`config.mk`:
```
export PLATFORM = sky130hd
export DESIGN_NAME = msf_queue
export DESIGN_NICKNAME = d
export VERILOG_FILES = /design/src/hw/rtl/msf_pkg.sv /design/src/hw/rtl/msf_queue.sv
export VERILOG_INCLUDE_DIRS = /design/src /design/src/hw/rtl
export SDC_FILE = /design/constraint.sdc
export NUM_CORES = 1
export LEC_CHECK = 0
export BUFFER_PORTS_ARGS = -buffer_cell sky130_fd_sc_hd__clkbuf_2
export CORE_AREA = 2 2 216 218
export DETAILED_ROUTE_END_ITERATION = 10
export DIE_AREA = 0 0 218 220
export PLACE_DENSITY = 0.67
export SYNTH_ARGS = -nofsm -noshare
export SYNTH_HDL_FRONTEND = slang
export SYNTH_SLANG_ARGS = --single-unit
export TNS_END_PERCENT = 1
```
`constraint.sdc`:
```
create_clock -name clk -period 3.62 [get_ports clk]
set_input_delay 0.181 -clock clk [delete_from_list [all_inputs] [get_ports clk]]
set_output_delay 0.181 -clock clk [all_outputs]
set_load 0.02 [all_outputs]
```
`src/hw/rtl/assert_macros.svh`:
```
// Assertion helper macros for the speed command framer RTL.
// Each macro expects clk and rst_n in scope at the point of use.
`ifndef ASSERT_MACROS_SVH
`define ASSERT_MACROS_SVH

// Check a property on every rising clock edge outside of reset.
`define ASSERT_CLK(lbl, prop) \
  lbl: assert property (@(posedge clk) disable iff (!rst_n) prop) \
    else $error("assertion failed");

// Check that a condition never holds on a rising clock edge outside of reset.
`define ASSERT_NEVER(lbl, cond) \
  lbl: assert property (@(posedge clk) disable iff (!rst_n) !(cond)) \
    else $error("forbidden condition seen");

`endif

```
`src/hw/rtl/msf_pkg.sv`:
```
// Shared types and constants for the mecanum speed command framer.
// No dependencies; imported by every module of the block.
package msf_pkg;

  // Command function codes
  localparam logic [1:0] FUNC_FORWARD = 2'd0;
  localparam logic [1:0] FUNC_TURN    = 2'd1;
  localparam logic [1:0] FUNC_TWIST   = 2'd2;

  // Configuration register indexes
  localparam logic [2:0] CFG_LINEAR_GAIN   = 3'd0;
  localparam logic [2:0] CFG_ROTATION_GAIN = 3'd1;
  localparam logic [2:0] CFG_FRONT_ADDR    = 3'd2;
  localparam logic [2:0] CFG_REAR_ADDR     = 3'd3;
  localparam logic [2:0] CFG_NEGATE_MASK   = 3'd4;
  localparam logic [2:0] CFG_INVERT_ROT    = 3'd5;

  // Configuration reset values
  localparam logic [15:0] LINEAR_GAIN_RST   = 16'd1000;
  localparam logic [15:0] ROTATION_GAIN_RST = 16'd1000;
  localparam logic [7:0]  FRONT_ADDR_RST    = 8'd128;
  localparam logic [7:0]  REAR_ADDR_RST     = 8'd129;

  // Fixed point and arithmetic widths
  localparam int VEL_FRAC_BITS_DEF = 8;
  localparam int PROD_W            = 33;  // 17-bit signed velocity times 16-bit gain
  localparam int SPEED_W           = 32;

  // Packet layout
  localparam logic [7:0] CMD_SPEED_PAIR = 8'd37;
  localparam logic [6:0] CHECK_MASK     = 7'h7F;
  localparam logic [7:0] BYTE_MASK      = 8'hFF;
  localparam int PKT_LEN    = 11;
  localparam int FRAME_LEN  = 2 * PKT_LEN;
  localparam int BCNT_W     = $clog2(FRAME_LEN);
  localparam int PIDX_W     = $clog2(PKT_LEN);
  localparam logic [PIDX_W-1:0] POS_ADDR  = PIDX_W'(0);
  localparam logic [PIDX_W-1:0] POS_CMD   = PIDX_W'(1);
  localparam logic [PIDX_W-1:0] POS_SPD_A = PIDX_W'(2);
  localparam logic [PIDX_W-1:0] POS_SPD_B = PIDX_W'(6);
  localparam logic [PIDX_W-1:0] POS_CHECK = PIDX_W'(10);

  // Frame queue between front and back
  localparam int QUEUE_DEPTH = 4;
  localparam int QCNT_W      = $clog2(QUEUE_DEPTH + 1);
  localparam int QPTR_W      = $clog2(QUEUE_DEPTH);

  typedef struct packed {
    logic [15:0] linear_gain;
    logic [15:0] rotation_gain;
    logic [7:0]  front_address;
    logic [7:0]  rear_address;
    logic [3:0]  wheel_negate_mask;
    logic        invert_rotation;
  } cfg_t;

  // Four wheel speeds, low 32 bits of two's complement
  typedef struct packed {
    logic [SPEED_W-1:0] w1;
    logic [SPEED_W-1:0] w2;
    logic [SPEED_W-1:0] w3;
    logic [SPEED_W-1:0] w4;
  } frame_t;

  typedef struct packed {
    logic [QCNT_W-1:0] count;
    logic              empty;
  } q_stat_t;

endpackage

```
`src/hw/rtl/msf_queue.sv`:
```
// Short frame queue that decouples the front end from the serializer.
// Register storage, combinational read of the head entry. Uses msf_pkg.
`include "assert_macros.svh"
module msf_queue import msf_pkg::*; (
  input  logic    clk,
  input  logic    rst_n,
  input  logic    push,
  input  frame_t  push_data,
  input  logic    pop,
  output frame_t  pop_data,
  output q_stat_t stat
);

  frame_t            mem_r [QUEUE_DEPTH];
  logic [QPTR_W-1:0] wr_ptr_r, wr_ptr_nxt;
  logic [QPTR_W-1:0] rd_ptr_r, rd_ptr_nxt;
  logic [QCNT_W-1:0] count_r, count_nxt;

  // Advance pointers with wrap and track occupancy
  always_comb begin
    wr_ptr_nxt = wr_ptr_r;
    rd_ptr_nxt = rd_ptr_r;
    count_nxt  = count_r;
    if (push) begin
      wr_ptr_nxt = (wr_ptr_r == QPTR_W'(QUEUE_DEPTH - 1)) ? '0 : wr_ptr_r + 1'b1;
    end
    if (pop) begin
      rd_ptr_nxt = (rd_ptr_r == QPTR_W'(QUEUE_DEPTH - 1)) ? '0 : rd_ptr_r + 1'b1;
    end
    if (push && !pop) begin
      count_nxt = count_r + 1'b1;
    end else if (pop && !push) begin
      count_nxt = count_r - 1'b1;
    end
  end

  always_ff @(posedge clk) begin
    if (!rst_n) begin
      wr_ptr_r <= '0;
      rd_ptr_r <= '0;
      count_r  <= '0;
    end else begin
      wr_ptr_r <= wr_ptr_nxt;
      rd_ptr_r <= rd_ptr_nxt;
      count_r  <= count_nxt;
    end
  end

  // Write the tail entry
  always_ff @(posedge clk) begin
    if (push) begin
      mem_r[wr_ptr_r] <= push_data;
    end
  end

  assign pop_data   = mem_r[rd_ptr_r];
  assign stat.count = count_r;
  assign stat.empty = (count_r == '0);

  `ASSERT_NEVER(a_q_overflow, push && !pop && (count_r == QCNT_W'(QUEUE_DEPTH)))
  `ASSERT_NEVER(a_q_underflow, pop && (count_r == '0))

endmodule

```
After elaboration in Yosys (flattened, before gate mapping):

Memory sizes are Yosys's and may differ from the RTL's. A register that Yosys moved wholly into a read port is not among the register bits.
Cells that the tools add are included.

* add/sub/neg operators: 4
* $mul: 0
* div/mod/pow operators: 0
* magnitude comparators: 0
* equality and inequality tests: 2
* shift operators: 0
* multiplexer cells: 8
* bitwise operators: 0
* reductions and logical operators: 6

Operators with widths (number)
* 2-to-1 mux 2 bit: 4
* 2-to-1 mux 3 bit: 2
* adder 2 x 1 -> 2 bit, second input constant: 2
* equality test 2 bit, second input constant: 2
* adder 3 x 1 -> 3 bit, second input constant: 1
* logical NOT 3 bit: 1
* subtractor 3 x 1 -> 3 bit, second input constant: 1
* logical AND 1 bit: 2
* logical NOT 1 bit: 2
* 2-to-1 mux 1 bit: 2
* nonzero test 2 bit: 1

* register bits after elaboration: 7
* bits in latches: 0
* memory bits (writable): 512
* bits in read-only memories: 0
* bits of input ports: 132
* output and inout bits: 132
* logic and storage cells: 24
* memories: 1

Memories
* mem_r: words 4, bits a word 128, rd ports 1, clocked after memory_dff 1, write ports 1, RTL line msf_queue.sv:14 `frame_t mem_r [QUEUE_DEPTH];`

Longest topological paths before layout:

* word-level depth: 4
* depth in mapped cells: 7
* mapped depth without buffers: 7

Worst setup path after synthesis:

No wires, ideal clock.

* path type: register -> register
* start point: register wr_ptr_r[0]
* end point: memory mem_r[3][0] (netlist bit), enable pin
* setup time: 0.502 ns
* arrival: 3.481 ns
* required time: 3.118 ns
* path slack: -0.363 ns
* cell stages (with the launch flop): 3
* path buffers: 0
* clock period less this slack: 3.983 ns
* cells stage by stage: dfxtp_1 -> ha_1 -> and2_1

RTL lines
* start, declared: RTL line msf_queue.sv:15 `logic [QPTR_W-1:0] wr_ptr_r, wr_ptr_nxt;`
* start signal, assigned: RTL line msf_queue.sv:43 `wr_ptr_r <= wr_ptr_nxt;`
* end, declared: RTL line msf_queue.sv:14

No word-level cell before the write port.

==> impl_summary.txt <==
----------------------------------------------------
[Drt]
  DRC violation count after routing ... 0
  Via count normalized by instance count ... roughly 5.0
  Total wirelength of the detailed-routed design ... roughly 38 mm
  Wirelength per Cell ... 21.0 um
  Residual antenna-violating net count after detailed routing ... 0
  Number of vias after detailed routing ... 8997
  Iter 0 DRT Violations ... 584
  Drt first pass iters ... 5

[Worst hold path]
  WHS Endpoint ... mem_r[1][92]
  Count of cells along the worst hold path ... 2
  Hold Crit Start ... push_data[92]
  Min-Delay Path Class ... in2reg

[Finish]
  Post-route insts no fill ... 1800
  Nets@finish ... 1290
  Cell area after layout ... 24000 sq um
  Number of fillers in the final layout ... 3565
  Fraction of final layout cells sized beyond drive strength 1 ... 41.2%
  Final core utilization ... 52.4%
  Area growth syn-to-layout ... 26.3%

[Die]
  Starting utilization of the core area ... 41.5%
  Die Ht ... 220 um
  Number of standard-cell rows in the floorplan ... slightly below 80
  Io pins ... between 200 and 300
  Total Die Area ... 48000 sq um
  Horizontal die dimension ... 218 um
  Core area ... 45900 sq um

[Global routing]
  First-pass GRT wire length ... about 57 mm
  Vias in the first global route ... between 9000 and 10000
  GRT Overall Usage ... 15.8%
  Initial antenna violation count ... 3
  Residual overflow from global routing ... 0
  Maximum number of pins on one net before global-route repair ... 68

[STA]
  Number of hold violations in the final report ... 0
  Worst slew margin relative to its limit ... 44.1%
  RSZ-0062 raised after global routing ... false
  Slew Limit Fails ... 0
  Setup-failing EPs final ... 0
  Final critical-path share of the clock period ... 75.2%
  Fin Clk Skew ... 0.0126 ns
  Shortest clock period the worst path allows after layout ... around 2.7 ns
  Max Clock Freq ... 0.367 GHz
  Final Hold Slack ... between 0.3 and 0.4 ns
  Pin slew with the least headroom to its limit ... 0.839 ns

[CTS]
  Maximum level of the CTS H-tree ... 2
  Resized cells post-CTS ... 0
  Source-to-sink clock delay at the later pin of the worst-skew pair ... 0.58 ns
  Number of clock buffers inserted by TritonCTS ... 51
  Clock tree from TritonCTS ... yes
  Buffer cell driving the clock tree root ... sky130_fd_sc_hd__clkbuf_16
  Number of sinks driven by the clock tree ... 521
  Clock-pin slew on the worst setup and hold paths ... 0.06 ns
  Number of setup buffers added after CTS ... 0
  Maximum number of buffers from clock root to sink ... 3

[Yosys]
  Post-Synthesis Net Count ... 850
  Synth Area in Simple Gates ... less than 1%
  Count of warnings emitted by yosys ... 0
  Share of synthesized area occupied by flip-flops and latches ... 81.8%
  Synthesized-area fraction occupied by ao, oa, aoi and oai cells ... 0.105%
  Average size of a mapped cell ... 26.8 sq um
  Number of synthesized register bits ... between 500 and 600
  Portion of netlist area occupied by mux cells ... 15.4%
  Number of distinct library cells after synthesis ... 21
  Adder-cell share of the synthesized area ... 0.500%
  Main combinational cell family by area after synthesis ... multiplexers
  Cells after synthesis ... 711
  Netlist Area Pre-Place ... 19000 sq um
  Post-synthesis xor/xnor area fraction ... less than 1%

[Pwr]
  Leakage power of the design ... 8.20 nW
  P per Cell Area ... around 560 nW/um^2
  Peak VDD IR ... 0.000449 V

[Setup path]
  Worst R2R End ... mem_r[1][33]
  Worst r2r path cells ... 3
  Crit-path max cell delay ... 0.84 ns
  Endpoint required time on the critical path ... 3.44 ns
  CP arrival ... between 2 and 3 ns
  Worst setup slack for register-to-register paths ... between 1.5 and 2 ns
  Slowest library cell on the worst path ... sky130_fd_sc_hd__dfxtp_4
  Cells along the critical path ... buf_12 -> mux4_2 -> clkbuf_2
  Cell depth of the worst setup path ... 3
  Family with the most delay on the worst path ... flip-flops
  Critical path launch point type ... flop
  Top fanout value on the critical path ... 33
  Total buffers and inverters traversed by the critical path ... 2
  Sort of element at the end of the critical path ... output pin
  Kind of critical path ... reg2out
  Worst reg2reg path startpoint ... wr_ptr_r[0]

[Place]
  Half-perimeter wire length after placement ... 22.0 mm
  Number of placed instances with taps included ... roughly 1600
  Instance area at placement ... ~21000 sq um
  GP Congestion ... 0.705
  PortBufs ... 263

[Run status]
  Outcome ... complete, no violations

[Flow run]
  Maximum capacitance violations ... 0

----------------------------------------------------
-- flip-flops by register name (all words and copies together), names as in the netlist, named ones only --
| signal | cells |
|---|---|
| wr_ptr_r | 2 |
| rd_ptr_r | 2 |
| mem_r | 512 |
| count_r | 3 |
-- worst register-to-register path: cells and delay by family, from the launching register on --
| kind | cells | cell delay [ns] |
|---|---|---|
| adder cells (fa/ha/maj) | 1 | 0.18 |
| buffers and inverters | 1 | 0.49 |
| flip-flops | 1 | 0.41 |
| AND/OR/NAND/NOR | 1 | 0.45 |
-- how the worst max path moves through the flow --
stage | start | end | slack (ns)
floorplan | wr_ptr_r[0] | mem_r[0][0] | -0.36
global placement | flop | pop_data[43] | 1.43
detailed placement | flop | pop_data[19] | 1.41
CTS | flop | pop_data[19] | 0.78
global route | flop | pop_data[19] | 0.72
finish | flop | pop_data[80] | 0.90
-- cell type report --
type	instances	area, sq um	share of cell area [%]
Clock inverter	33	251	1.05
Multi-Input combinational cell	158	3150	13.1
Tap cell	607	759	3.16
Timing Repair Buffer	415	2920	12.2
Clock buffer	61	1360	5.65
Antenna cell	1	2.50	0.0104
Sequential cell	521	15600	64.8
Inverter	4	15.0	0.0625
-- what timing repair did --
action                     4_1_cts  5_1_grt
hold endpoints to repair       521        0
setup endpoints to repair        0        0
hold buffers                   131        0
-- power breakdown --
group | total (W) | internal, W | switching, W
Clock | 0.00506 | 0.00294 | 0.00212
Combinational | 0.00138 | 0.000599 | 0.000781
Sequential | 0.00701 | 0.00691 | 0.0000972
Total | 0.0135 | 0.0105 | 0.00300
-- cell usage in the layout, fill, tap and decap left out, drive strengths merged --
cell / netlist / routed
dfxtp: 9 / 9
buf: 27 / 21
bufinv: 0 / 4
o21ai: 1 / 1
dlygate4sd3: 0 / 131
diode: 0 / 1
a21boi: 1 / 1
nor2b: 5 / 5
clkinv: 0 / 28
xnor2: 1 / 1
or3: 1 / 1
o21a: 1 / 1
fa: 1 / 1
clkbuf: 1 / 324
nor2: 1 / 1
nor3: 2 / 2
inv: 4 / 4
mux2i: 4 / 4
edfxtp: 512 / 512
ha: 6 / 6
clkinvlp: 0 / 1
and2: 5 / 5
xor2: 1 / 1
mux4: 128 / 128
-- synth_stat cells --
library cell / instances / area, sq um
sky130_fd_sc_hd__edfxtp_1: 512 / 15400
sky130_fd_sc_hd__mux4_2: 128 / 2880
sky130_fd_sc_hd__buf_2: 13 / 65.1
sky130_fd_sc_hd__buf_12: 10 / 200
sky130_fd_sc_hd__dfxtp_1: 9 / 180
sky130_fd_sc_hd__ha_1: 6 / 75.1
sky130_fd_sc_hd__and2_1: 5 / 31.3
sky130_fd_sc_hd__nor2b_1: 5 / 31.3
sky130_fd_sc_hd__buf_6: 4 / 45.0
sky130_fd_sc_hd__inv_1: 4 / 15.0
sky130_fd_sc_hd__mux2i_1: 4 / 40.0
sky130_fd_sc_hd__nor3_1: 2 / 10.0
sky130_fd_sc_hd__a21boi_0: 1 / 7.51
sky130_fd_sc_hd__clkbuf_1: 1 / 3.75
sky130_fd_sc_hd__fa_1: 1 / 20.0
sky130_fd_sc_hd__nor2_1: 1 / 3.75
sky130_fd_sc_hd__o21a_1: 1 / 7.51
sky130_fd_sc_hd__o21ai_0: 1 / 5.00
sky130_fd_sc_hd__or3_1: 1 / 6.26
sky130_fd_sc_hd__xnor2_1: 1 / 8.76
sky130_fd_sc_hd__xor2_1: 1 / 8.76
-- kinds of logic after synthesis --
group           count (synthesis)
buf+inv                        32
fa+ha+maj                       7
simple gates                   14
xor+xnor                        2
flops                         521
compound gates                  3
mux                           132
-- stage by stage --
step | setup TNS, ns | total power (W) | setup WS [ns]
floorplan | -136.58 | 0.00794 | -0.362
global placement | 0 | 0.00839 | 1.43
detailed placement | 0 | 0.00842 | 1.41
CTS | 0 | 0.0136 | 0.777
global route | 0 | 0.0139 | 0.715
finish | 0 | 0.0135 | 0.896
-- per-layer routing --
layer / share of wire [%] / global-route usage [%]
met4: 2.1 / 5.22
met5: 0.066 / 0
met3: 7.4 / 4.60
met1: 40 / 19.9
met2: 50 / 26.6
Power figures use the tool's default switching activity.
