$ cat src/hw/rtl/assert_macros.svh
// Assertion helper macros for the speed command framer RTL.
// Each macro expects clk and rst_n in scope at the point of use.
`ifndef ASSERT_MACROS_SVH
`define ASSERT_MACROS_SVH

// Check a property on every rising clock edge outside of reset.
`define ASSERT_CLK(lbl, prop) \
  lbl: assert property (@(posedge clk) disable iff (!rst_n) prop) \
    else $error("assertion failed");

// Check that a condition never holds on a rising clock edge outside of reset.
`define ASSERT_NEVER(lbl, cond) \
  lbl: assert property (@(posedge clk) disable iff (!rst_n) !(cond)) \
    else $error("forbidden condition seen");

`endif

$ cat src/hw/rtl/msf_pkg.sv
// Shared types and constants for the mecanum speed command framer.
// No dependencies; imported by every module of the block.
package msf_pkg;

  // Command function codes
  localparam logic [1:0] FUNC_FORWARD = 2'd0;
  localparam logic [1:0] FUNC_TURN    = 2'd1;
  localparam logic [1:0] FUNC_TWIST   = 2'd2;

  // Configuration register indexes
  localparam logic [2:0] CFG_LINEAR_GAIN   = 3'd0;
  localparam logic [2:0] CFG_ROTATION_GAIN = 3'd1;
  localparam logic [2:0] CFG_FRONT_ADDR    = 3'd2;
  localparam logic [2:0] CFG_REAR_ADDR     = 3'd3;
  localparam logic [2:0] CFG_NEGATE_MASK   = 3'd4;
  localparam logic [2:0] CFG_INVERT_ROT    = 3'd5;

  // Configuration reset values
  localparam logic [15:0] LINEAR_GAIN_RST   = 16'd1000;
  localparam logic [15:0] ROTATION_GAIN_RST = 16'd1000;
  localparam logic [7:0]  FRONT_ADDR_RST    = 8'd128;
  localparam logic [7:0]  REAR_ADDR_RST     = 8'd129;

  // Fixed point and arithmetic widths
  localparam int VEL_FRAC_BITS_DEF = 8;
  localparam int PROD_W            = 33;  // 17-bit signed velocity times 16-bit gain
  localparam int SPEED_W           = 32;

  // Packet layout
  localparam logic [7:0] CMD_SPEED_PAIR = 8'd37;
  localparam logic [6:0] CHECK_MASK     = 7'h7F;
  localparam logic [7:0] BYTE_MASK      = 8'hFF;
  localparam int PKT_LEN    = 11;
  localparam int FRAME_LEN  = 2 * PKT_LEN;
  localparam int BCNT_W     = $clog2(FRAME_LEN);
  localparam int PIDX_W     = $clog2(PKT_LEN);
  localparam logic [PIDX_W-1:0] POS_ADDR  = PIDX_W'(0);
  localparam logic [PIDX_W-1:0] POS_CMD   = PIDX_W'(1);
  localparam logic [PIDX_W-1:0] POS_SPD_A = PIDX_W'(2);
  localparam logic [PIDX_W-1:0] POS_SPD_B = PIDX_W'(6);
  localparam logic [PIDX_W-1:0] POS_CHECK = PIDX_W'(10);

  // Frame queue between front and back
  localparam int QUEUE_DEPTH = 4;
  localparam int QCNT_W      = $clog2(QUEUE_DEPTH + 1);
  localparam int QPTR_W      = $clog2(QUEUE_DEPTH);

  typedef struct packed {
    logic [15:0] linear_gain;
    logic [15:0] rotation_gain;
    logic [7:0]  front_address;
    logic [7:0]  rear_address;
    logic [3:0]  wheel_negate_mask;
    logic        invert_rotation;
  } cfg_t;

  // Four wheel speeds, low 32 bits of two's complement
  typedef struct packed {
    logic [SPEED_W-1:0] w1;
    logic [SPEED_W-1:0] w2;
    logic [SPEED_W-1:0] w3;
    logic [SPEED_W-1:0] w4;
  } frame_t;

  typedef struct packed {
    logic [QCNT_W-1:0] count;
    logic              empty;
  } q_stat_t;

endpackage

$ cat src/hw/rtl/msf_back.sv
// Back end: serializes one frame into two 11-byte speed packets with
// running checksum, through an output register. Uses msf_pkg.
`include "assert_macros.svh"
module msf_back import msf_pkg::*; (
  input  logic       clk,
  input  logic       rst_n,
  input  cfg_t       cfg,
  input  q_stat_t    q_stat,
  input  frame_t     q_data,
  output logic       pop,
  output logic       out_valid,
  input  logic       out_stall,
  output logic [7:0] out_tx_byte,
  output logic       out_last_byte
);

  logic              busy_r, busy_nxt;
  logic [BCNT_W-1:0] cnt_r, cnt_nxt;
  frame_t            frame_r;
  logic [6:0]        sum_r, sum_nxt;
  logic              out_valid_r, out_valid_nxt;
  logic [7:0]        tx_byte_r, tx_byte_nxt;
  logic              last_byte_r, last_byte_nxt;

  logic              slot_free;
  logic              advance;
  logic              is_last;
  logic              rear;
  logic [BCNT_W-1:0] cnt_rear;
  logic [PIDX_W-1:0] pidx;
  logic [PIDX_W-1:0] spd_off;
  logic [SPEED_W-1:0] spd_a, spd_b, spd_sel;
  logic [7:0]        addr;
  logic [7:0]        spd_byte;
  logic [7:0]        cur_byte;
  logic              load;

  assign slot_free = !out_valid_r || !out_stall;
  assign advance   = busy_r && slot_free;
  assign is_last   = (cnt_r == BCNT_W'(FRAME_LEN - 1));

  // Locate the byte within its packet
  assign rear     = (cnt_r >= BCNT_W'(PKT_LEN));
  assign cnt_rear = cnt_r - BCNT_W'(PKT_LEN);
  assign pidx     = rear ? cnt_rear[PIDX_W-1:0] : cnt_r[PIDX_W-1:0];
  assign spd_a    = rear ? frame_r.w3 : frame_r.w1;
  assign spd_b    = rear ? frame_r.w4 : frame_r.w2;
  assign addr     = rear ? cfg.rear_address : cfg.front_address;
  assign spd_sel  = (pidx < POS_SPD_B) ? spd_a : spd_b;
  assign spd_off  = (pidx < POS_SPD_B) ? (pidx - POS_SPD_A) : (pidx - POS_SPD_B);

  // Pick the big-endian speed byte
  always_comb begin
    case (spd_off[1:0])
      2'd0:    spd_byte = spd_sel[31:24];
      2'd1:    spd_byte = spd_sel[23:16];
      2'd2:    spd_byte = spd_sel[15:8];
      default: spd_byte = spd_sel[7:0];
    endcase
  end

  always_comb begin
    case (pidx)
      POS_ADDR:  cur_byte = addr & BYTE_MASK;
      POS_CMD:   cur_byte = CMD_SPEED_PAIR;
      POS_CHECK: cur_byte = {1'b0, sum_r & CHECK_MASK};
      default:   cur_byte = spd_byte;
    endcase
  end

  // Take a new frame when idle or right after the final byte
  assign load = !q_stat.empty && (!busy_r || (advance && is_last));
  assign pop  = load;

  always_comb begin
    busy_nxt      = busy_r;
    cnt_nxt       = cnt_r;
    sum_nxt       = sum_r;
    out_valid_nxt = out_valid_r;
    tx_byte_nxt   = tx_byte_r;
    last_byte_nxt = last_byte_r;
    if (slot_free) begin
      out_valid_nxt = busy_r;
    end
    if (advance) begin
      tx_byte_nxt   = cur_byte;
      last_byte_nxt = is_last;
      sum_nxt       = (pidx == POS_ADDR) ? cur_byte[6:0] : sum_r + cur_byte[6:0];
      if (is_last) begin
        busy_nxt = 1'b0;
      end else begin
        cnt_nxt = cnt_r + 1'b1;
      end
    end
    if (load) begin
      busy_nxt = 1'b1;
      cnt_nxt  = '0;
    end
  end

  always_ff @(posedge clk) begin
    if (!rst_n) begin
      busy_r      <= 1'b0;
      cnt_r       <= '0;
      out_valid_r <= 1'b0;
    end else begin
      busy_r      <= busy_nxt;
      cnt_r       <= cnt_nxt;
      out_valid_r <= out_valid_nxt;
    end
  end

  // Payload registers
  always_ff @(posedge clk) begin
    if (load) begin
      frame_r <= q_data;
    end
    sum_r       <= sum_nxt;
    tx_byte_r   <= tx_byte_nxt;
    last_byte_r <= last_byte_nxt;
  end

  assign out_valid     = out_valid_r;
  assign out_tx_byte   = tx_byte_r;
  assign out_last_byte = last_byte_r;

  `ASSERT_NEVER(a_pop_while_busy, pop && busy_r && !(advance && is_last))
  `ASSERT_CLK(a_last_is_check, out_valid_r && last_byte_r |-> !tx_byte_r[7])

endmodule

$ cat config.mk
export PLATFORM = sky130hd
export DESIGN_NAME = msf_back
export DESIGN_NICKNAME = d
export VERILOG_FILES = /design/src/hw/rtl/msf_pkg.sv /design/src/hw/rtl/msf_back.sv
export VERILOG_INCLUDE_DIRS = /design/src /design/src/hw/rtl
export SDC_FILE = /design/constraint.sdc
export NUM_CORES = 1
export LEC_CHECK = 0
export ABC_AREA = 1
export BUFFER_PORTS_ARGS = -buffer_cell sky130_fd_sc_hd__buf_2
export CAP_MARGIN = 20
export CORE_MARGIN = 3
export CORE_UTILIZATION = 45
export CTS_CLUSTER_DIAMETER = 100
export DETAILED_ROUTE_END_ITERATION = 10
export MAX_ROUTING_LAYER = met4
export PLACE_DENSITY = 0.71
export SLEW_MARGIN = 5
export SYNTH_ARGS = -nofsm -noshare
export SYNTH_HDL_FRONTEND = slang
export SYNTH_SLANG_ARGS = --single-unit
$ cat constraint.sdc
create_clock -name clk -period 29.1 [get_ports clk]
set_clock_uncertainty 0.2 [all_clocks]
set_input_delay 5.82 -clock clk [delete_from_list [all_inputs] [get_ports clk]]
set_output_delay 5.82 -clock clk [all_outputs]
set_load 0.1 [all_outputs]
Yosys cells after proc, flatten, opt, wreduce, memory -nomap -nowiden
Index checks and enable logic that the tools add are counted.

storage, ports and cells
  flip-flop bits (word level) = 151
  output and inout bits = 11
  word-level logic and storage cells = 52

operators by class
  add/sub/neg operators = 5
  $lt $le $gt $ge = 2
  eq/ne operators = 5
  muxes and demuxes = 12
  bitwise operators = 2
  reductions and logical operators = 16

operator list
  kind                                                                number
  two-way mux 32 bit                                                  3
  one-hot mux 8 bit (3 select lines)                                  2
  two-way mux 8 bit                                                   1
  adder 7 bit                                                         1
  two-way mux 7 bit                                                   1
  adder 5 x 1 -> 5 bit (second input constant)                        1
  == test 5 bit (second input constant)                               1
  greater-or-equal comparator 5 x 4 -> 1 bit (second input constant)  1
  == test 4 x 1 -> 1 bit (second input constant)                      1
  == test 4 bit (second input constant)                               1
  zero test 1 bit                                                     4
  zero test 4 bit                                                     1
  < comparator 4 x 3 -> 1 bit (second input constant)                 1
  two-way mux 4 bit                                                   1
  AND reduction 2 bit                                                 2
  nonzero test 2 bit                                                  2
  subtractor 2 bit (second input constant)                            2
  subtractor 4 bit (second input constant)                            1
  logical AND 1 bit                                                   3
  two-way mux 1 bit                                                   3
  == test 2 x 1 -> 1 bit (second input constant)                      1
  == test 2 bit (second input constant)                               1
  zero test 2 bit                                                     1
  logical OR 1 bit                                                    2
  3 further kinds                                                     4

Depth between registers and ports, before layout
  depth in word-level cells = 9
  depth in mapped cells = 30

Worst setup path after synthesis
No wires, ideal clock.

  kind = input to output
  from = in out_stall
  to = out pop
  arrival = 12.751 ns
  data required time = 23.080 ns
  slack = 10.329 ns
  stages = 5
  cells stage by stage = nand2_1 inv_1 o21ai_0 inv_1 nor2_1

on the way
  cells in the longest elaborated chain, start to end = 6

RTL lines
  what               line            RTL
  start, declared    msf_back.sv:12  input logic out_stall,
  zero test 1 bit    msf_back.sv:38  assign slot_free = !out_valid_r || !out_stall;
  logical OR 1 bit   msf_back.sv:38
  logical AND 1 bit  msf_back.sv:39  assign advance = busy_r && slot_free;
  logical AND 1 bit  msf_back.sv:72  assign load = !q_stat.empty && (!busy_r || (advance && is_last));
  logical OR 1 bit   msf_back.sv:72
  logical AND 1 bit  msf_back.sv:72
  end, declared      msf_back.sv:10  output logic pop,

No other way between the ends.

Final worst setup path
Ends and elaborated chain as after synthesis.

==> load_flow_metrics.sql <==
INSERT INTO impl_metrics (metric_group, metric, value, unit) VALUES
('worst_hold_path', 'hp-class', 'reg2reg', ''),
('floorplanning', 'ios', '199', ''),
('sta', 'fin_crit', '13.55', 'ns'),
('setup_path', 'critPathArrivalTime', '7.53', 'ns'),
('power_and_ir_drop', 'power.leakage', '3.51', 'nW'),
('setup_path', 'delay_heaviest_family_cp', 'buffers and inverters', ''),
('sta', 'max_slew_margin', '30.9', '%'),
('clocking', 'clkTransAtPathRegs', '0.06', 'ns'),
('sta', 'slew_violations', '0', ''),
('run', 'max_cap_violations', '0', ''),
('layout', 'area_growth', '22.5', '%'),
('place', 'port_buffers', '158', ''),
('floorplanning', 'chipHeight', '128', 'um'),
('logic_synthesis', 'synth_top_area_share', '64.3', '%'),
('grt', 'grt_max_degree', '84', ''),
('setup_path', 'crit_fanout', '47', ''),
('clocking', 'cts_buffer_depth', '2', ''),
('sta', 'fmax', '73.8', 'MHz'),
('sta', 'timing_hold_violations_final', '0', ''),
('clocking', 'cts_buffers', '17', ''),
('sta', 'tightest_slew', '1.04', 'ns'),
('layout', 'final_layout_size_suffix_gt1_share', '29.4', '%'),
('logic_synthesis', 'postSynthRegisterBits', '151', ''),
('layout', 'final_util', '56.5', '%'),
('clocking', 'tritoncts', 'built', ''),
('sta', 'finalSetupTns', '0', 'ns'),
('clocking', 'clkLatencyLatePin', '0.42', 'ns'),
('logic_synthesis', 'synth_cells', '607', ''),
('setup_path', 'path_buf_inv', '5', ''),
('clocking', 'postCtsSetupBuffers', '0', ''),
('grt', 'total_routing_usage_reported_by_global_routing', '19.9', '%'),
('logic_synthesis', 'synth_top_cell_by_area', 'sky130_fd_sc_hd__edfxtp_1', ''),
('logic_synthesis', 'ys_types', '41', ''),
('logic_synthesis', 'post_synthesis_average_cell_area', '11.1', 'um^2'),
('sta', 'timing.final.crit_share', '46.5', '%'),
('detailed_routing', 'detailed_routing_iteration_count_for_the_pre_antenna_repair_pass', '5', ''),
('setup_path', 'cp_slowest_stage_delay', '0.55', 'ns'),
('detailed_routing', 'residual_drc', '0', ''),
('worst_hold_path', 'hold_path_depth', '2', ''),
('layout', 'antenna-diode-count', '0', ''),
('grt', 'grt_pass1_vias', '4761', ''),
('sta', 'hold-worst-slack', '0.267', 'ns'),
('detailed_routing', 'drt_wl_total', '15800', 'um'),
('setup_path', 'timing_worst_setup_path_type', 'in2out', ''),
('detailed_routing', 'routed_wire_length_per_instance', '16.4', 'um'),
('detailed_routing', 'avgViaCountPerCell', '5.13', ''),
('floorplanning', 'dieWidth', '128', 'um'),
('grt', 'antenna_found_initial', '0', ''),
('power_and_ir_drop', 'power_density', '64.2', 'nW/um^2'),
('setup_path', 'worstPathCellList', 'buf_2, nand2_1, inv_1, o21ai_0, inv_1, nor2_4, buf_4, buf_2', ''),
('layout', 'nNetsFinal', '965', ''),
('place', 'gpl.final_weighted_congestion', '0.833', ''),
('detailed_routing', 'postRouteAntennaNets', '0', ''),
('setup_path', 'reg2regPathDepth', '28', ''),
('floorplanning', 'design.die.area', '16500', 'um^2'),
('clocking', 'clockRootBuffer', 'sky130_fd_sc_hd__clkbuf_16', ''),
('floorplanning', 'initial_core_util', '46.1', '%'),
('logic_synthesis', 'netlist_top_cells_area', 'sky130_fd_sc_hd__edfxtp_1 64%, sky130_fd_sc_hd__nand2_1 10%, sky130_fd_sc_hd__nand3_1 5.8%', ''),
('grt', 'wire_length_of_the_first_global_routing_pass', '24000', 'um'),
('setup_path', 'path_depth', '8', ''),
('setup_path', 'setup.worst_path.end_class', 'primary output', ''),
('logic_synthesis', 'synth_nets', '805', ''),
('run_status', 'status', 'complete, no violations', ''),
('sta', 'grt_setup_unrepaired', 'false', ''),
('logic_synthesis', 'proportion_of_synthesized_chip_area_in_sequential_cells', '66.3', '%'),
('clocking', 'numClockSinks', '151', ''),
('detailed_routing', 'route.vias.total', '4931', ''),
('clocking', 'postCtsResizedCells', '0', ''),
('logic_synthesis', 'syn_area', '6730', 'um^2'),
('logic_synthesis', 'ys.warnings.count', '0', ''),
('detailed_routing', 'drtIter0Drc', '401', ''),
('sta', 'finalSetupViolations', '0', ''),
('setup_path', 'timing.critical_path.slowest_stage_cell', 'sky130_fd_sc_hd__buf_2', ''),
('grt', 'grt_remaining_overflow', '0', ''),
('floorplanning', 'floorplan.rows', '44', ''),
('place', 'dp.final_hpwl', '10800', 'um'),
('power_and_ir_drop', 'report.power.total', '0.000529', 'W'),
('clocking', 'cts-htree-levels', '4', ''),
('setup_path', 'worst_setup_path_start_kind', 'input port', ''),
('clocking', 'cts.hold.buffers_added', '0', ''),
('power_and_ir_drop', 'power.ir.vdd_worst', '0.0000369', 'V'),
('setup_path', 'worst-endpoint-required', '23.08', 'ns'),
('floorplanning', 'placeable_core_area', '14600', 'um^2');
==> layer usage <==
| layer | share of wire [%] | vias up | global-route usage (%) | wire [um] |
|---|---|---|---|---|
| met5 | 0 | - | - | 0 |
| met4 | 2.3 | 0 | 7.68 | 358 |
| met3 | 7.1 | 30 | 4.83 | 1110 |
| met2 | 49 | 188 | 30.6 | 7740 |
| met1 | 42 | 2294 | 25.6 | 6560 |
| li1 | - | 2419 | - | - |
==> final timing paths <==
| check | from | to | slack, ns |
|---|---|---|---|
| setup / recovery | out_stall | pop | 15.55 |
| hold / removal | busy_r | out_valid | 0.27 |
| setup reg to reg | cnt_r[0] | sum_r[6] | 23.74 |
| hold reg to reg | busy_r | out_valid | 0.27 |
==> layout by cell type (no fill, tap or decap), types with 9 or more instances in the layout <==
cell type	count
sky130_fd_sc_hd__nand2_1	182
sky130_fd_sc_hd__buf_2	158
sky130_fd_sc_hd__edfxtp_1	144
sky130_fd_sc_hd__nand3_1	78
sky130_fd_sc_hd__inv_1	30
sky130_fd_sc_hd__a21oi_1	24
sky130_fd_sc_hd__nor2_1	22
sky130_fd_sc_hd__o21ai_0	21
sky130_fd_sc_hd__clkbuf_16	17
sky130_fd_sc_hd__ha_1	9
==> Yosys cell counts, drive strengths merged <==
library cell / count
a21o: 1
a21oi: 25
a31oi: 1
and2: 1
buf: 19
clkbuf: 2
clkinv: 1
dfxtp: 7
edfxtp: 144
fa: 1
ha: 9
inv: 38
nand2: 196
nand3: 79
nand3b: 1
nand4: 6
nor2: 28
nor3: 1
nor4: 1
o211ai: 3
o21ai: 28
o31ai: 1
or2: 8
or3: 1
xnor2: 2
xor2: 3
==> cell type report <==
cell class | instances | area [um^2]
tap | 184 | 230
timing repair buffer | 162 | 821
inverter | 39 | 149
multi-input combinational | 396 | 1990
clock inverter | 10 | 154
clock buffer | 20 | 437
sequential | 151 | 4460
fill | 1207 | 6340
==> worst min-delay path: cells and delay by family, from the launching register on <==
| family | cells | cell delay (ns) |
|---|---|---|
| DFF | 1 | 0.31 |
| buffers and inverters | 1 | 0.06 |
| AOI/OAI and AO/OA | 1 | 0.06 |
==> stage by stage <==
stage               setup WS [ns]  instance area, um^2  std cells
CTS                         15.56                 8250        962
finish                      15.55                 8250        962
global route                15.41                 8250        962
floorplan                   10.33                 6730        607
global placement            15.60                 7650        932
detailed placement          15.57                 7650        932
==> power breakdown <==
group | total, W | leakage, nW | switching [W] | internal, W
combinational | 0.0000498 | 1.79 | 0.0000322 | 0.0000175
sequential | 0.000257 | 1.43 | 0.00000343 | 0.000253
clock | 0.000222 | 0.285 | 0.0000807 | 0.000142
total | 0.000529 | 3.51 | 0.000116 | 0.000413
==> state kept, by name (all words and copies together), names as in the netlist <==
name,cells
busy_r,1
cnt_r,5
frame_r,128
out_last_byte,1
out_tx_byte,8
out_valid,1
sum_r,7
==> cell families after synthesis <==
logic type               share of synthesized area (%)
AND/OR/NAND/NOR                                   21.8
flip-flops                                        66.3
buffers and inverters                             4.18
adder cells (fa/ha/maj)                           1.97
XOR/XNOR                                         0.651
AO/OA/AOI/OAI                                     5.04
Power figures use the tool's default switching activity.
