## src/hw/rtl/assert_macros.svh

```systemverilog
// Assertion helper macros for the speed command framer RTL.
// Each macro expects clk and rst_n in scope at the point of use.
`ifndef ASSERT_MACROS_SVH
`define ASSERT_MACROS_SVH

// Check a property on every rising clock edge outside of reset.
`define ASSERT_CLK(lbl, prop) \
  lbl: assert property (@(posedge clk) disable iff (!rst_n) prop) \
    else $error("assertion failed");

// Check that a condition never holds on a rising clock edge outside of reset.
`define ASSERT_NEVER(lbl, cond) \
  lbl: assert property (@(posedge clk) disable iff (!rst_n) !(cond)) \
    else $error("forbidden condition seen");

`endif

```

## src/hw/rtl/msf_pkg.sv

```systemverilog
// Shared types and constants for the mecanum speed command framer.
// No dependencies; imported by every module of the block.
package msf_pkg;

  // Command function codes
  localparam logic [1:0] FUNC_FORWARD = 2'd0;
  localparam logic [1:0] FUNC_TURN    = 2'd1;
  localparam logic [1:0] FUNC_TWIST   = 2'd2;

  // Configuration register indexes
  localparam logic [2:0] CFG_LINEAR_GAIN   = 3'd0;
  localparam logic [2:0] CFG_ROTATION_GAIN = 3'd1;
  localparam logic [2:0] CFG_FRONT_ADDR    = 3'd2;
  localparam logic [2:0] CFG_REAR_ADDR     = 3'd3;
  localparam logic [2:0] CFG_NEGATE_MASK   = 3'd4;
  localparam logic [2:0] CFG_INVERT_ROT    = 3'd5;

  // Configuration reset values
  localparam logic [15:0] LINEAR_GAIN_RST   = 16'd1000;
  localparam logic [15:0] ROTATION_GAIN_RST = 16'd1000;
  localparam logic [7:0]  FRONT_ADDR_RST    = 8'd128;
  localparam logic [7:0]  REAR_ADDR_RST     = 8'd129;

  // Fixed point and arithmetic widths
  localparam int VEL_FRAC_BITS_DEF = 8;
  localparam int PROD_W            = 33;  // 17-bit signed velocity times 16-bit gain
  localparam int SPEED_W           = 32;

  // Packet layout
  localparam logic [7:0] CMD_SPEED_PAIR = 8'd37;
  localparam logic [6:0] CHECK_MASK     = 7'h7F;
  localparam logic [7:0] BYTE_MASK      = 8'hFF;
  localparam int PKT_LEN    = 11;
  localparam int FRAME_LEN  = 2 * PKT_LEN;
  localparam int BCNT_W     = $clog2(FRAME_LEN);
  localparam int PIDX_W     = $clog2(PKT_LEN);
  localparam logic [PIDX_W-1:0] POS_ADDR  = PIDX_W'(0);
  localparam logic [PIDX_W-1:0] POS_CMD   = PIDX_W'(1);
  localparam logic [PIDX_W-1:0] POS_SPD_A = PIDX_W'(2);
  localparam logic [PIDX_W-1:0] POS_SPD_B = PIDX_W'(6);
  localparam logic [PIDX_W-1:0] POS_CHECK = PIDX_W'(10);

  // Frame queue between front and back
  localparam int QUEUE_DEPTH = 4;
  localparam int QCNT_W      = $clog2(QUEUE_DEPTH + 1);
  localparam int QPTR_W      = $clog2(QUEUE_DEPTH);

  typedef struct packed {
    logic [15:0] linear_gain;
    logic [15:0] rotation_gain;
    logic [7:0]  front_address;
    logic [7:0]  rear_address;
    logic [3:0]  wheel_negate_mask;
    logic        invert_rotation;
  } cfg_t;

  // Four wheel speeds, low 32 bits of two's complement
  typedef struct packed {
    logic [SPEED_W-1:0] w1;
    logic [SPEED_W-1:0] w2;
    logic [SPEED_W-1:0] w3;
    logic [SPEED_W-1:0] w4;
  } frame_t;

  typedef struct packed {
    logic [QCNT_W-1:0] count;
    logic              empty;
  } q_stat_t;

endpackage

```

## src/hw/rtl/msf_front.sv

```systemverilog
// Front end: accepts commands, scales velocities, updates stored state
// and mixes four wheel speeds into a frame for the queue. Uses msf_pkg.
`include "assert_macros.svh"
module msf_front import msf_pkg::*; #(
  parameter int VEL_FRAC_BITS = VEL_FRAC_BITS_DEF
) (
  input  logic        clk,
  input  logic        rst_n,
  input  logic        in_valid,
  output logic        in_stall,
  input  logic [1:0]  in_func,
  input  logic signed [15:0] in_vel_forward,
  input  logic signed [15:0] in_vel_side,
  input  logic signed [15:0] in_vel_turn,
  input  cfg_t        cfg,
  input  q_stat_t     q_stat,
  output logic        push,
  output frame_t      push_data
);

  localparam int SW   = PROD_W - VEL_FRAC_BITS;
  localparam int WW   = SW + 2;
  localparam int WIDE = (WW > SPEED_W) ? WW : SPEED_W;

  // Stage A: captured operands
  logic              v_a_r, v_a_nxt;
  logic [1:0]        func_a_r;
  logic signed [15:0] f_a_r, s_a_r;
  logic signed [16:0] t_a_r, t_a_nxt;
  // Stage B: products
  logic              v_b_r;
  logic [1:0]        func_b_r;
  logic signed [PROD_W-1:0] pf_b_r, ps_b_r, pt_b_r;
  // Stage C: stored scaled velocities
  logic              v_c_r;
  logic signed [SW-1:0] scaled_f_r, scaled_s_r, scaled_t_r;
  logic signed [SW-1:0] scaled_f_nxt, scaled_s_nxt, scaled_t_nxt;

  logic [QCNT_W:0]   inflight;
  logic              accept;
  logic signed [16:0] fa17, sa17, lg17, rg17;
  logic signed [33:0] pf_full, ps_full, pt_full;
  logic signed [PROD_W-1:0] pf_sh, ps_sh, pt_sh;
  logic signed [WIDE-1:0] ef, es, et;
  logic signed [WIDE-1:0] m1, m2, m3, m4;
  logic signed [WIDE-1:0] n1, n2, n3, n4;

  // Hold input while queue plus pipeline slots are all claimed
  assign inflight = {1'b0, q_stat.count} + {{QCNT_W{1'b0}}, v_a_r}
                  + {{QCNT_W{1'b0}}, v_b_r} + {{QCNT_W{1'b0}}, v_c_r};
  assign in_stall = (inflight >= (QCNT_W + 1)'(QUEUE_DEPTH));
  assign accept   = in_valid && !in_stall;

  // Drop the unused function code at the door
  always_comb begin
    v_a_nxt = 1'b0;
    case (in_func)
      FUNC_FORWARD, FUNC_TURN, FUNC_TWIST: v_a_nxt = accept;
      default:                             v_a_nxt = 1'b0;
    endcase
    t_a_nxt = cfg.invert_rotation ? -{in_vel_turn[15], in_vel_turn}
                                  :  {in_vel_turn[15], in_vel_turn};
  end

  always_ff @(posedge clk) begin
    if (!rst_n) begin
      v_a_r <= 1'b0;
      v_b_r <= 1'b0;
      v_c_r <= 1'b0;
    end else begin
      v_a_r <= v_a_nxt;
      v_b_r <= v_a_r;
      v_c_r <= v_b_r;
    end
  end

  // Capture operands
  always_ff @(posedge clk) begin
    if (accept) begin
      func_a_r <= in_func;
      f_a_r    <= in_vel_forward;
      s_a_r    <= in_vel_side;
      t_a_r    <= t_a_nxt;
    end
  end

  // Multiply by gains
  assign fa17    = {f_a_r[15], f_a_r};
  assign sa17    = {s_a_r[15], s_a_r};
  assign lg17    = {1'b0, cfg.linear_gain};
  assign rg17    = {1'b0, cfg.rotation_gain};
  assign pf_full = fa17 * lg17;
  assign ps_full = sa17 * lg17;
  assign pt_full = t_a_r * rg17;

  always_ff @(posedge clk) begin
    func_b_r <= func_a_r;
    pf_b_r   <= pf_full[PROD_W-1:0];
    ps_b_r   <= ps_full[PROD_W-1:0];
    pt_b_r   <= pt_full[PROD_W-1:0];
  end

  // Shift right with floor and update the selected state
  assign pf_sh = pf_b_r >>> VEL_FRAC_BITS;
  assign ps_sh = ps_b_r >>> VEL_FRAC_BITS;
  assign pt_sh = pt_b_r >>> VEL_FRAC_BITS;

  always_comb begin
    scaled_f_nxt = scaled_f_r;
    scaled_s_nxt = scaled_s_r;
    scaled_t_nxt = scaled_t_r;
    if (v_b_r) begin
      case (func_b_r)
        FUNC_FORWARD: scaled_f_nxt = pf_sh[SW-1:0];
        FUNC_TURN:    scaled_t_nxt = pt_sh[SW-1:0];
        FUNC_TWIST: begin
          scaled_f_nxt = pf_sh[SW-1:0];
          scaled_s_nxt = ps_sh[SW-1:0];
          scaled_t_nxt = pt_sh[SW-1:0];
        end
        default: ;
      endcase
    end
  end

  always_ff @(posedge clk) begin
    if (!rst_n) begin
      scaled_f_r <= '0;
      scaled_s_r <= '0;
      scaled_t_r <= '0;
    end else begin
      scaled_f_r <= scaled_f_nxt;
      scaled_s_r <= scaled_s_nxt;
      scaled_t_r <= scaled_t_nxt;
    end
  end

  // Mix wheel speeds from the updated state and apply the negate mask
  assign ef = {{(WIDE - SW){scaled_f_r[SW-1]}}, scaled_f_r};
  assign es = {{(WIDE - SW){scaled_s_r[SW-1]}}, scaled_s_r};
  assign et = {{(WIDE - SW){scaled_t_r[SW-1]}}, scaled_t_r};
  assign m1 = ef - es + et;
  assign m2 = ef + es - et;
  assign m3 = ef - es - et;
  assign m4 = ef + es + et;
  assign n1 = cfg.wheel_negate_mask[0] ? -m1 : m1;
  assign n2 = cfg.wheel_negate_mask[1] ? -m2 : m2;
  assign n3 = cfg.wheel_negate_mask[2] ? -m3 : m3;
  assign n4 = cfg.wheel_negate_mask[3] ? -m4 : m4;

  assign push         = v_c_r;
  assign push_data.w1 = n1[SPEED_W-1:0];
  assign push_data.w2 = n2[SPEED_W-1:0];
  assign push_data.w3 = n3[SPEED_W-1:0];
  assign push_data.w4 = n4[SPEED_W-1:0];

  // Credits must leave a free queue slot for every frame pushed
  `ASSERT_NEVER(a_front_credit, v_c_r && (q_stat.count == QCNT_W'(QUEUE_DEPTH)))

endmodule

```

## config.mk

```make
export PLATFORM = sky130hd
export DESIGN_NAME = msf_front
export DESIGN_NICKNAME = d
export VERILOG_FILES = /design/src/hw/rtl/msf_pkg.sv /design/src/hw/rtl/msf_front.sv
export VERILOG_INCLUDE_DIRS = /design/src /design/src/hw/rtl
export SDC_FILE = /design/constraint.sdc
export NUM_CORES = 2
export LEC_CHECK = 0
export BUFFER_PORTS_ARGS = -buffer_cell sky130_fd_sc_hd__buf_2
export CAP_MARGIN = 10
export CORE_ASPECT_RATIO = 1.75
export CORE_UTILIZATION = 30
export CTS_BUF_LIST = sky130_fd_sc_hd__clkbuf_8
export CTS_CLUSTER_SIZE = 12
export DETAILED_ROUTE_END_ITERATION = 6
export SYNTH_ARGS = -nofsm -noshare
export SYNTH_HDL_FRONTEND = slang
export SYNTH_SLANG_ARGS = --single-unit
```

## constraint.sdc

```tcl
create_clock -name clk -period 7.25 [get_ports clk]
set_input_delay 1.8125 -clock clk [delete_from_list [all_inputs] [get_ports clk]]
set_output_delay 1.8125 -clock clk [all_outputs]
set_load 0.02 [all_outputs]
```

### After elaboration in Yosys (flattened, before gate mapping)

Cells that the tools add are included.

| cells by class | value |
|---|---|
| add/subtract/negate cells | 14 |
| multipliers | 3 |
| magnitude comparators | 1 |
| equality and inequality tests | 4 |
| mux-type cells | 5 |
| reductions and logical operators | 11 |

Operators by type and width:

| kind | count |
|---|---|
| $mux W32 | 4 |
| $mul A16 B17 Y33 | 2 |
| $neg A27 Y32 | 2 |
| $neg A32 Y32 | 2 |
| $add A26 B25 Y27 | 2 |
| $sub A26 B25 Y27 | 2 |
| $mul A17 B17 Y33 | 1 |
| $add A25 B25 Y26 | 1 |
| $sub A25 B25 Y26 | 1 |
| $mux W17 | 1 |
| $neg A17 Y17 | 1 |
| $add A4 B1 Y4 | 2 |
| $reduce_and A2 Y1 | 4 |
| $add A3 B1 Y4 | 1 |
| $eq A2 B1 Y1 const B | 2 |
| $eq A2 B2 Y1 const B | 2 |
| $ge A4 B3 Y1 const B | 1 |
| $logic_not A2 Y1 | 2 |
| $reduce_or A2 Y1 | 2 |
| $reduce_or A3 Y1 | 1 |
| $logic_and A1 B1 Y1 | 1 |
| $logic_not A1 Y1 | 1 |

| word-level totals | value |
|---|---|
| register bits after elaboration | 230 |
| bits of input ports | 110 |
| output and inout bits | 130 |
| word-level logic and storage cells | 52 |

### Logic depth before layout (Yosys ltp)

| logic depth | value |
|---|---|
| depth in word-level cells | 6 |
| depth in mapped cells | 25 |
| gate-level depth less buffers | 24 |

### Worst setup path before layout

OpenSTA, ideal clock, no wires.

| path | value |
|---|---|
| path kind | in2reg |
| start | in cfg[29] (netlist bit) |
| end | reg pt_b_r[29] |
| library setup time | 0.122 ns |
| arrival | 7.701 ns |
| required time | 7.128 ns |
| path slack | -0.572 ns |
| stages | 25 |
| buffers on the path | 2 |
| path through | clkbuf_1 -> clkbuf_1 -> nand2_1 -> fa_1 -> inv_1 -> fa_1 -> inv_1 -> fa_1 -> inv_1 -> fa_1 -> fa_1 -> inv_1 -> fa_1 -> inv_1 -> ha_1 -> a21o_1 -> a21oi_1 -> o21ai_0 -> a31o_2 -> a31o_2 -> a221o_1 -> a21o_1 -> a31o_2 -> o21ai_0 -> a21oi_1 |

| between the ends | value |
|---|---|
| longest elaborated chain between the ends | 1 |

RTL lines:

| what | RTL line | text |
|---|---|---|
| start, declared | msf_front.sv:15 | `input cfg_t cfg,` |
| $mul A17 B17 Y33 | msf_front.sv:94 | `assign pt_full = t_a_r * rg17;` |
| via pt_full[29] | msf_front.sv:42 | `logic signed [33:0] pf_full, ps_full, pt_full;` |
| end signal, assigned | msf_front.sv:100 | `pt_b_r <= pt_full[PROD_W-1:0];` |
| end, declared | msf_front.sv:33 | `logic signed [PROD_W-1:0] pf_b_r, ps_b_r, pt_b_r;` |

The timed path passes the listed nets, and every way through them passes these cells.
A chain may end at the register's enable or synchronous reset.

==> impl_metrics.toml <==
[status]
status = "finished with violations"
violations = "negative setup slack"

[pwr]
p_total_uw = 26700
leakage_uw = 0.0277
vdd_drop_max_v = 0.000701
p_per_area_nw_per_um2 = 474
p_seq_share_pct = 7.0
combPwrFrac_pct = 88.5
p_int_uw = 14000
p_sw_uw = 12700
p_clk_share_pct = 4.6
switching_share_pct = 47.5

[logic_synthesis]
mappedNetlistArea_um2 = 44100
ys.flop_type = "dfxtp_1"
yosys.area_share.simple_pct = 17.6
yosys.cell_types.count = 88
synth_xor_area_share_pct = 6.14
synth_fp_nets = 6474
synth_compound_area_share_pct = 11.2
synthAdderAreaFrac_pct = 43.8
syn-instance-count = 5218
yosysWarnings = 0
synth-seq-area-share_pct = 10.5
synth_edf_count = 51
async_reset_ff_share_pct = 0
ys_ff_latch = 206
synth_top_family_by_area = "adder cells"
synth.mux.area_fraction_pct = 0.329
avgSynthCellArea_um2 = 8.45

[floorplan]
fp.dieArea_um2 = 149000
die_w_um = 292
die_y_um = 509
io-pin-count = 240
core.rowCount = 185
coreArea_um2 = 146000
initial_core_util_pct = 30.3

[cts]
clock_latency_ns = 0.68
cts_made_buffers = 37
cts_max_path_buffers = 3
htreeDepth = 2
clock_sinks = 206
clk_pin_slew_worst_paths_ns = 0.06
cts_root_buf = "clkbuf_8"
cts_tree = "built"

[final_layout]
finalNetCount = 7243
syn_to_final_growth_pct = 27.8
post-route-util_pct = 38.7
drive_gt1_share_pct = 23.4
fill_cells = 14596

[routing]
num_vias = 38009
drt-vias-per-instance = 4.82
drt_iter0_markers = 1745
detail-route-antenna-nets = 0
wl_met3_mm = 3.60
wl_met2_mm = 74.1
top_layer_used = "met5"
post_drt_wl_per_cell_um = 17.4
drc = 0
m1WireLength_mm = 51.6
drt_first_pass_iters = 5
wl_mm = 137

[setup_path]
cp_data_arrival_time_ns = 5.99
path_cells = "ha_4, inv_2, fa_2, o21ba_4, o21ai_4, a2111oi_4, o31a_1, buf_4, xnor2_4, ha_4, a41o_1, o2bb2ai_1, a31oi_1, buf_4, xnor2_1, or2_4, or4_4, or4_4, nand4bb_4, o41ai_4, mux2i_1, buf_4"
worstPathBufferInverterCount = 4
slowest_delay_ns = 0.51
crit_path_end_kind = "output port"
critical_path_class = "register to output port"
ff2ff_path_depth = 21
cpMostUsedCell = "buf_4"
startpoint_type = "register"
crit_slowest_cell = "or4_4"
r2r_slack_ns = 0.61
cp.depth = 22
critPathMaxFanout = 5
cp_top_family = "compound AO/OA/AOI/OAI gates"
worstPathRequired_ns = 5.44

[timing]
tightestPinTransition_ns = 0.956
rsz0062_at_grt = "yes"
finalCriticalPeriod_ns = 7.81
setup_viol = 58
drv_slew = 0
fin_ws_ns = -0.557
timing.fmax_mhz = 128
hold_viol = 0
finalClockSkew_ns = 0.0973
relSlewSlack_pct = 36.1
fin_crit_sh_pct = 108

[global_routing]
grt_max_degree = 79
track_usage_pct = 18.4
first_global_vias = 40895
grt_overflow = 0
antenna_found_initial = 5
grt_pass1_wl_mm = 216

[placement]
port_buffers = 222
gp_congestion = 0.983
dp_hpwl_mm = 114

[job]
drv_cap = 0

[min_path]
whs_path_depth = 2
holdCritPathClass = "register to register"
-- area by class of cell --
type / instances / area, um2 / share of cell area [%]
Multi-Input combinational cell: 3810 / 37700 / 66.9
Tap cell: 1870 / 2340 / 4.15
Clock inverter: 26 / 210 / 0.373
Sequential cell: 206 / 4640 / 8.24
Timing Repair Buffer: 937 / 7120 / 12.6
Antenna cell: 2 / 5.00 / 0.00889
Inverter: 995 / 3750 / 6.66
Clock buffer: 40 / 551 / 0.977
-- layer usage --
layer  vias to the layer above  GRT usage, %
met2                       827          35.9
met3                       289          1.39
met1                     18929          19.4
li1                      17960             -
met4                         4          9.89
met5                         -             0
-- registers in the layout (all words and copies together) (netlist names) --
signal,cells
f_a_r,16
func_a_r,2
func_b_r,2
pf_b_r,25
ps_b_r,25
pt_b_r,25
push,1
s_a_r,16
scaled_f_r,25
scaled_s_r,25
scaled_t_r,25
t_a_r,17
v_a_r,1
v_b_r,1
-- path summary, 6_finish.rpt --
kind / start / endpoint
setup reg to reg: s_a_r[7] / ps_b_r[31]
hold / removal: ps_b_r[29] / scaled_s_r[21]
setup / recovery: scaled_s_r[0] / push_data[94]
hold reg to reg: ps_b_r[29] / scaled_s_r[21]
-- cells in the final DEF, fill, tap and decap left out, drive strengths merged, types with 12 or more instances in the layout --
cell    instances
inv          1005
buf           934
nand2         699
fa            665
ha            481
and2          353
xnor2         235
nor2          192
a21oi         179
dfxtp         155
o21ai         140
a21boi         80
xor2           74
nor3           63
nand2b         55
nand3          54
edfxtp         51
o31ai          48
a21o           44
nor2b          44
clkbuf         43
o21a           37
o21bai         37
nor4           28
or3            20
a211oi         19
o211ai         18
a31oi          18
nand4          16
and3           15
or2            14
or4            13
clkinv         12
-- cell usage after synthesis (63+ instances only) --
library cell / n / area, um2
o21ai_0: 137 / 686
dfxtp_1: 155 / 3100
inv_1: 990 / 3720
ha_1: 481 / 6020
a21boi_0: 80 / 601
a21oi_1: 179 / 896
fa_1: 665 / 13300
nand2_1: 699 / 2620
xor2_1: 74 / 648
xnor2_1: 235 / 2060
nor3_1: 63 / 315
nor2_1: 192 / 721
and2_1: 353 / 2210
clkbuf_1: 191 / 717
-- what timing repair did --
item,in CTS,in global routing
hold buffers,0,0
pin swaps,183,136
buffers inserted,56,53
endpoints found under the setup margin,80,101
gates resized for setup,392,297
-- worst register-to-register path, delay by kind of cell (launching register included) --
family          cells  cell delay, ns
fa+ha+maj           7            3.28
simple gates        2            0.32
xor+xnor            1            0.14
flops               1            0.90
compound gates      8            1.66
buf+inv             3            0.19
-- power groups by stage --
stage / Sequential, uW / Clock (uW) / Combinational [uW]
2_1_floorplan: 1780 / 0 / 13700
4_1_cts: 1870 / 1290 / 23000
3_3_place_gp: 1890 / 0 / 21700
3_5_place_dp: 1890 / 0 / 22000
5_1_grt: 1880 / 1310 / 26500
6_report: 1860 / 1220 / 23600
-- cell families after synthesis --
logic type,count (synthesis)
simple gates,1600
flops,206
fa+ha+maj,1146
buf+inv,1202
compound gates,741
mux,14
xor+xnor,309
-- metrics by stage --
stage / std cells / setup slack (ns) / setup TNS (ns) / area (um2) / hold WS, ns
global placement: 7719 / -0.678 / -30.52 / 51600 / 0.443
detailed placement: 7719 / -0.750 / -35.30 / 51600 / 0.442
global route: 7885 / -0.830 / -37.92 / 56300 / 0.417
floorplan: 5218 / -0.130 / -0.390 / 44300 / 0.323
finish: 7886 / -0.557 / -18.20 / 56300 / 0.419
CTS: 7835 / -0.614 / -22.83 / 54600 / 0.404
(Power assumes the default switching activity.)
